[config.mk]
export PLATFORM = sky130hd
export DESIGN_NAME = sem_outq
export DESIGN_NICKNAME = d
export VERILOG_FILES = /design/src/rtl/sem_pkg.sv /design/src/rtl/sem_outq.sv
export VERILOG_INCLUDE_DIRS = /design/src /design/src/rtl
export SDC_FILE = /design/constraint.sdc
export NUM_CORES = 1
export LEC_CHECK = 0
export ABC_AREA = 1
export BUFFER_PORTS_ARGS = -buffer_cell sky130_fd_sc_hd__buf_2
export CAP_MARGIN = 5
export CORE_MARGIN = 2
export CORE_UTILIZATION = 50
export DETAILED_ROUTE_END_ITERATION = 7
export GPL_TIMING_DRIVEN = 1
export PLACE_DENSITY_LB_ADDON = 0.25
export SLEW_MARGIN = 25
export SYNTH_ARGS = -nofsm -noshare
export SYNTH_HDL_FRONTEND = slang
export SYNTH_SLANG_ARGS = --single-unit
[constraint.sdc]
create_clock -name clk -period 3.1 [get_ports clk]
set_clock_uncertainty 0.2 [all_clocks]
set_input_delay 0.31 -clock clk [delete_from_list [all_inputs] [get_ports clk]]
set_output_delay 0.31 -clock clk [all_outputs]
set_load 0.05 [all_outputs]
[src/rtl/sobel_edge_magnitude_unit_macros.svh]
// assertion macros shared by the sobel edge magnitude rtl
// expects signals named clk and rst_n in the module that uses them
`ifndef SOBEL_EDGE_MAGNITUDE_UNIT_MACROS_SVH
`define SOBEL_EDGE_MAGNITUDE_UNIT_MACROS_SVH

// same-cycle implication, off during reset
`define SEM_ASSERT_SAME(lbl, ante, cons, msg) \
  lbl: assert property (@(posedge clk) disable iff (!rst_n) (ante) |-> (cons)) \
    else $error(msg);

// next-cycle implication, off during reset
`define SEM_ASSERT_NEXT(lbl, ante, cons, msg) \
  lbl: assert property (@(posedge clk) disable iff (!rst_n) (ante) |=> (cons)) \
    else $error(msg);

`endif

[src/rtl/sem_pkg.sv]
// shared constants and types of the sobel edge magnitude unit
// no dependencies; imported by the top level, sem_window and sem_outq
`default_nettype none

package sem_pkg;

  // frame size limits
  localparam int MAX_WIDTH  = 2048;
  localparam int MAX_HEIGHT = 4096;
  localparam int MIN_DIM    = 3;

  // field widths
  localparam int PIX_W  = 8;
  localparam int COL_W  = $clog2(MAX_WIDTH);
  localparam int ROW_W  = $clog2(MAX_HEIGHT);
  localparam int WCFG_W = 12;
  localparam int HCFG_W = 13;
  localparam int EDGE_MAX = 255;

  // configuration port
  localparam int CFG_ADDR_W = 1;
  localparam int CFG_DATA_W = HCFG_W;
  localparam logic [WCFG_W-1:0] WIDTH_RESET  = WCFG_W'(640);
  localparam logic [HCFG_W-1:0] HEIGHT_RESET = HCFG_W'(480);

  // output queue
  localparam int QDEPTH = 4;
  localparam int QPTR_W = $clog2(QDEPTH);
  localparam int QCNT_W = $clog2(QDEPTH + 1);

  // result tdata packing
  localparam int OUT_USED_W  = ROW_W + COL_W + PIX_W;
  localparam int OUT_TDATA_W = ((OUT_USED_W + 7) / 8) * 8;
  localparam int OUT_PAD_W   = OUT_TDATA_W - OUT_USED_W;

  typedef enum logic [CFG_ADDR_W-1:0] {
    REG_IMAGE_WIDTH  = 1'd0,
    REG_IMAGE_HEIGHT = 1'd1
  } cfg_reg_t;

  // position of an accepted item inside the frame
  typedef struct packed {
    logic [ROW_W-1:0] row;
    logic [COL_W-1:0] col;
    logic             col_end;
    logic             row_end;
  } pos_t;

  // one queued entry: base result plus border expansion flags
  typedef struct packed {
    logic [ROW_W-1:0] row;
    logic [COL_W-1:0] col;
    logic [PIX_W-1:0] grad;
    logic             col_end;
    logic             row_end;
  } bundle_t;

  // which result of an entry is on the output
  typedef enum logic [1:0] {
    PH_BASE,
    PH_COL_END,
    PH_ROW_END,
    PH_CORNER
  } phase_t;

endpackage

`default_nettype wire

[src/rtl/sem_outq.sv]
// result queue and border expansion of the edge magnitude unit
// depends on sem_pkg and the shared assertion macros
`default_nettype none
`include "sobel_edge_magnitude_unit_macros.svh"

module sem_outq (
  input  wire logic                          clk,
  input  wire logic                          rst_n,
  input  wire logic                          push,
  input  wire sem_pkg::bundle_t              push_data,
  input  wire logic                          inflight,
  input  wire logic [sem_pkg::COL_W-1:0]     wm1,
  input  wire logic [sem_pkg::ROW_W-1:0]     hm1,
  output logic                               space_ok,
  output logic                               out_tvalid,
  input  wire logic                          out_tready,
  output logic [sem_pkg::OUT_TDATA_W-1:0]    out_tdata,
  output logic                               out_tlast,
  output logic                               out_tuser
);
  import sem_pkg::*;

  bundle_t           q_r [QDEPTH];
  logic [QPTR_W-1:0] wr_ptr_r, rd_ptr_r;
  logic [QCNT_W-1:0] count_r, count_nxt;
  phase_t            phase_r, phase_nxt, succ;
  bundle_t           head;
  logic              last, fire, pop;
  logic [ROW_W-1:0]  o_row;
  logic [COL_W-1:0]  o_col;
  logic [PIX_W-1:0]  o_grad;

  assign head = q_r[rd_ptr_r];
  assign out_tvalid = (count_r != '0);
  assign fire = out_tvalid && out_tready;
  assign pop  = fire && last;

  // room for the item being accepted plus the one in the read stage
  assign space_ok = ({1'b0, count_r} + (QCNT_W+1)'(inflight)) < (QCNT_W+1)'(QDEPTH);

  // queue storage
  always_ff @(posedge clk) begin
    if (push) begin
      q_r[wr_ptr_r] <= push_data;
    end
  end

  always_comb begin
    count_nxt = count_r + QCNT_W'(push) - QCNT_W'(pop);
  end

  always_ff @(posedge clk) begin
    if (!rst_n) begin
      wr_ptr_r <= '0;
      rd_ptr_r <= '0;
      count_r  <= '0;
      phase_r  <= PH_BASE;
    end else begin
      if (push) begin
        wr_ptr_r <= wr_ptr_r + QPTR_W'(1);
      end
      if (pop) begin
        rd_ptr_r <= rd_ptr_r + QPTR_W'(1);
      end
      count_r <= count_nxt;
      phase_r <= phase_nxt;
    end
  end

  // which result follows the current one in this entry
  always_comb begin
    succ = PH_BASE;
    last = 1'b1;
    unique case (phase_r)
      PH_BASE: begin
        if (head.col_end) begin
          succ = PH_COL_END;
          last = 1'b0;
        end else if (head.row_end) begin
          succ = PH_ROW_END;
          last = 1'b0;
        end
      end
      PH_COL_END: begin
        if (head.row_end) begin
          succ = PH_ROW_END;
          last = 1'b0;
        end
      end
      PH_ROW_END: begin
        if (head.col_end) begin
          succ = PH_CORNER;
          last = 1'b0;
        end
      end
      PH_CORNER: begin
        succ = PH_BASE;
        last = 1'b1;
      end
      default: begin
        succ = PH_BASE;
        last = 1'b1;
      end
    endcase
  end

  // next state
  always_comb begin
    phase_nxt = phase_r;
    if (fire) begin
      phase_nxt = last ? PH_BASE : succ;
    end
  end

  // result fields for the current state
  always_comb begin
    o_row     = head.row;
    o_col     = head.col;
    o_grad    = head.grad;
    out_tuser = 1'b0;
    unique case (phase_r)
      PH_BASE: begin
        o_grad = head.grad;
      end
      PH_COL_END: begin
        o_col  = wm1;
        o_grad = '0;
      end
      PH_ROW_END: begin
        o_row  = hm1;
        o_grad = '0;
      end
      PH_CORNER: begin
        o_row     = hm1;
        o_col     = wm1;
        o_grad    = '0;
        out_tuser = 1'b1;
      end
      default: begin
        o_grad = '0;
      end
    endcase
  end

  assign out_tdata = {{OUT_PAD_W{1'b0}}, o_grad, o_col, o_row};
  assign out_tlast = last;

  `SEM_ASSERT_SAME(a_no_overflow, push, (count_r < QCNT_W'(QDEPTH)) || pop,
    "result queue written while full")
  `SEM_ASSERT_SAME(a_phase_has_entry, phase_r != PH_BASE, count_r != '0,
    "border expansion running on an empty queue")
  `SEM_ASSERT_SAME(a_frame_end_is_run_end, out_tvalid && out_tuser, out_tlast,
    "frame end not marked as the last result of its item")
  `SEM_ASSERT_NEXT(a_pop_drains, pop && !push, count_r == $past(count_r) - QCNT_W'(1),
    "queue count did not drop after a pop")

endmodule

`default_nettype wire
# [Yosys cells after proc, flatten, opt, wreduce, memory -nomap -nowiden]
# Memory sizes are Yosys's and may differ from the RTL's. A register that Yosys moved wholly into a read port is not among the register bits.
# Cells that the tools add are included.
[totals] reg_bits=9 ramBits=132 out_inout_bits=36 wordCells=38 n_memories=1
[op_classes] addsub=5 magnitude_cmp=1 n_eq_ne=3 n_mux=17 reduce_logical=7
[memory_table] memory="q_r" words=4 word_bits=33 rd=1 rd_ports_with_merged_regs=1 wr=1 line_no="sem_outq.sv:23" text="bundle_t q_r [QDEPTH];"
[ops] cell="$pmux 8 s2" n=1
[ops] cell="$mux 12" n=1
[ops] cell="$mux 2" n=6
[ops] cell="$mux 11" n=1
[ops] cell="$pmux 2 s4" n=1
[ops] cell="$mux 1" n=6
[ops] cell="$add 2x1->2 const B" n=2
[ops] cell="$add 3x1->4" n=1
[ops] cell="$eq 2x2->1 const B" n=2
[ops] cell="$lt 4x3->1 const B" n=1
[ops] cell="$pmux 1 s4" n=1
[ops] cell="$reduce_or 2->1" n=2
[ops] cell="$add 3x1->3" n=1
[ops] cell="$reduce_bool 3->1" n=1
[ops] cell="$reduce_or 3->1" n=1
[ops] cell="$sub 3x1->3" n=1
[ops] cell="$eq 2x1->1 const B" n=1
[ops] cell="$logic_and 1x1->1" n=2
[ops] cell="$logic_not 2->1" n=1

# [Logic depth before layout (Yosys ltp)]
[logic_depth] depth_word=6 ltp_mapped=15 mapped_depth_nobuf=14

# [Worst setup path before layout]
# Ideal clock, no wire load.
[synth_timing] kind="reg-to-output" startpoint="register with a tool-made name" endpoint="output port out_tdata[2] (netlist bit)" arrival_time_ns=1.757 t_required_ns=2.590 setup_slack_ns=0.833 stages_incl_launch_ff=6 cell_sequence="dfxtp_1 -> inv_2 -> buf_6 -> clkbuf_1 -> o21ai_1 -> a31oi_1"
[synth_lines] element="end: declaration" line_no="sem_outq.sv:17" text="output logic [sem_pkg::OUT_TDATA_W-1:0] out_tdata,"

==> results.txt <==
Levels on crit path = 6
post-synth net total = 562
vias in the first global route = 4232
hpwl dp = 7.66 mm
vias per cell = 5.21
Root Buffer = clkbuf_16
Die X = 112 µm
Crit path max-delay family = buffers and inverters
Final GP Congestion = 0.787
pwr/cell area = 769 nW/µm²
Initial Util = 0.510
share of cells above drive strength 1 = 0.226
Pre-antenna DRT Iters = 4
Setup TNS Final = 0 ns
Tot GR Track Use = 0.215
Worst Path Buf+Inv = 3
initial antenna violation count = 0
Max Used Layer = met4
DIE AREA = 12500 µm²
crit start category = flip-flop
Lkg Pwr = 2.87 nW
peak supply drop = 453 µV
worst reg-to-reg path cell count = 13
routed wl met3 = 721 µm
CP required = 2.59 ns
max-cap viol count = 0
Post-CTS Setup Bufs = 0
M1 WL = 5.26 mm
GRT overflow = 0
area grow syn2layout = 26.1%
RSZ-0062 raised after global routing = no
CTS Buf Count = 17
area of the multi-input gates = 1420 µm²
status = finished clean
DRT iter0 DRCs = 342
register area = 4190 µm²
Setup crit end kind = output port
FP Rows = 39
IO Count = 97
DRC viols = 0
largest net degree at the start of global routing = 35
FMAX = 370 MHz
Final Max Tran Viols = 0
clock period minus final worst setup slack = 2.70 ns
design area = 7350 µm²
via count = 4082
TritonCTS clock tree = done
Hold Fails Final Rpt = 0
clk buf depth = 2
crit share post-route = 0.871
CP max stage delay = 0.55 ns
worst min-delay path class = input pin to flip-flop
port bufs = 95
# diodes = 0
Yosys cell types = 25
cell chain of the critical path = inv_2 -> buf_4 -> nor2_1 -> o21ai_1 -> a31oi_1 -> buf_2
area post-placement = 6470 µm²
Reg clk slew, reported paths = 0.05 ns
max_slew headroom = 0.530
synthesized area = 5830 µm²
Worst EP arrival = 2.19 ns
fill count = 860
met2 WL = 6.46 mm
Routed WL = 12.7 mm
most frequent cells in the layout = nor2_1 (154), edfxtp_1 (132), buf_2 (95), o21ai_1 (59), dlygate4sd3_1 (34)
core area = 11400 µm²
post-synthesis sequential area ratio = 0.718
Placed Instances = 719
Die H = 112 µm
Slowest cell on crit path = dfxtp_1
Avg Cell Area, Syn = 11.8 µm²
Sinks on Clock Net = 143
final setup vio count = 0
Worst Tran Pin Value = 0.704 ns
worst-path fanout max = 18
Clock Latency Late Sink = 0.40 ns
htree depth = 4
most common cell after layout, fill and taps aside = nor2_1
Synth Instances = 493
WS Path Type = flip-flop to output port
DR WL/cell = 16.2 µm
FF+latch count, synth = 143
Finished Layout Cells = 784
synth warn = 0
post-route ant nets = 0
WHS Path Cells = 3
first-pass GRT wire length = 20.6 mm
final layout net count = 698
-- flip-flops by register name, summed over array words and instances, names as in the netlist, named ones only --
name,count
q_r,132
count_r,3
phase_r,2
rd_ptr_r,2
wr_ptr_r,2
-- synthesized netlist by cell type --
library cell  count  area share
inv_2             3      0.0019
o21ai_1          59       0.051
buf_6             1      0.0019
inv_1            21       0.014
buf_2             2      0.0017
nand2_2           1      0.0011
nand2_1          22       0.014
conb_1            1     0.00064
nand3_2           1      0.0017
a31oi_1          24       0.026
fa_1              1      0.0034
clkbuf_1         15      0.0097
a21boi_2          1      0.0019
o21ai_0           6      0.0052
nand3_1           5      0.0043
xor2_1            1      0.0015
dfxtp_1          11       0.038
xnor2_1           2      0.0030
a21oi_1          13       0.011
nor2_1          154       0.099
nand3_4           1      0.0030
ha_1              7       0.015
edfxtp_1        132        0.68
buf_4             8       0.010
nand4_1           1      0.0011
-- through the flow --
step | setup slack, ns | total power, mW | utilization | hold WS [ns]
4_1_cts | 0.346 | 5.68 | 0.643 | 0.0346
3_3_place_gp | 0.499 | 3.83 | 0.567 | 0.295
2_1_floorplan | 0.833 | 3.47 | - | 0.203
3_5_place_dp | 0.422 | 3.85 | 0.567 | 0.300
6_report | 0.401 | 5.65 | 0.643 | 0.0549
5_1_grt | 0.198 | 5.92 | 0.643 | 0.0444
-- worst register-to-register path: stages (launching register included) --
cell	delay (ns)
dfxtp_1	0.55
inv_2	0.25
nand3_1	0.14
nand2_1	0.07
nand2_2	0.12
nand3_4	0.10
inv_1	0.07
ha_1	0.21
inv_1	0.05
ha_1	0.13
inv_1	0.05
fa_1	0.37
xnor2_1	0.16
nor2_1	0.05
-- worst paths after layout --
kind / start / to / slack, ns
worst max register to register: flip-flop / count_r[2]$_SDFF_PN0_ / 0.48
worst min register to register: rd_ptr_r[1]$_SDFFE_PN0P_ / rd_ptr_r[1]$_SDFFE_PN0P_ / 0.30
worst max-delay path: flip-flop / out_tdata[14] / 0.40
worst min-delay path: push / wr_ptr_r[0]$_SDFFE_PN0P_ / 0.05
-- layer usage --
layer	track usage	vias up
met5	0	-
met4	0.100	0
met3	0.0593	16
met2	0.368	143
met1	0.254	1933
li1	-	1990
-- cell type report --
type	count	share of cell area
flip-flops and latches	143	0.570
repair buffers	143	0.129
inverters	24	0.0123
multi-input cells	300	0.193
clock inverters	12	0.0133
well taps	143	0.0244
clock buffers	19	0.0589
-- cell families after synthesis --
family | share of synthesized area
xor+xnor | 0.00451
flops | 0.718
compound gates | 0.0947
other cells | 0.000644
simple gates | 0.125
fa+ha+maj | 0.0185
buf+inv | 0.0391
-- power breakdown --
group          switching, mW  internal, mW
Sequential            0.0481          2.22
Clock                  0.720          1.09
Combinational           1.18         0.393
Total                   1.95          3.70
-- repair_timing --
action                                  in CTS  in global routing
endpoints found under the setup margin       0                  0
gates resized for setup                      0                  0
hold buffers                                34                  0
hold endpoints to repair                   135                  0
(Power assumes the default switching activity.)
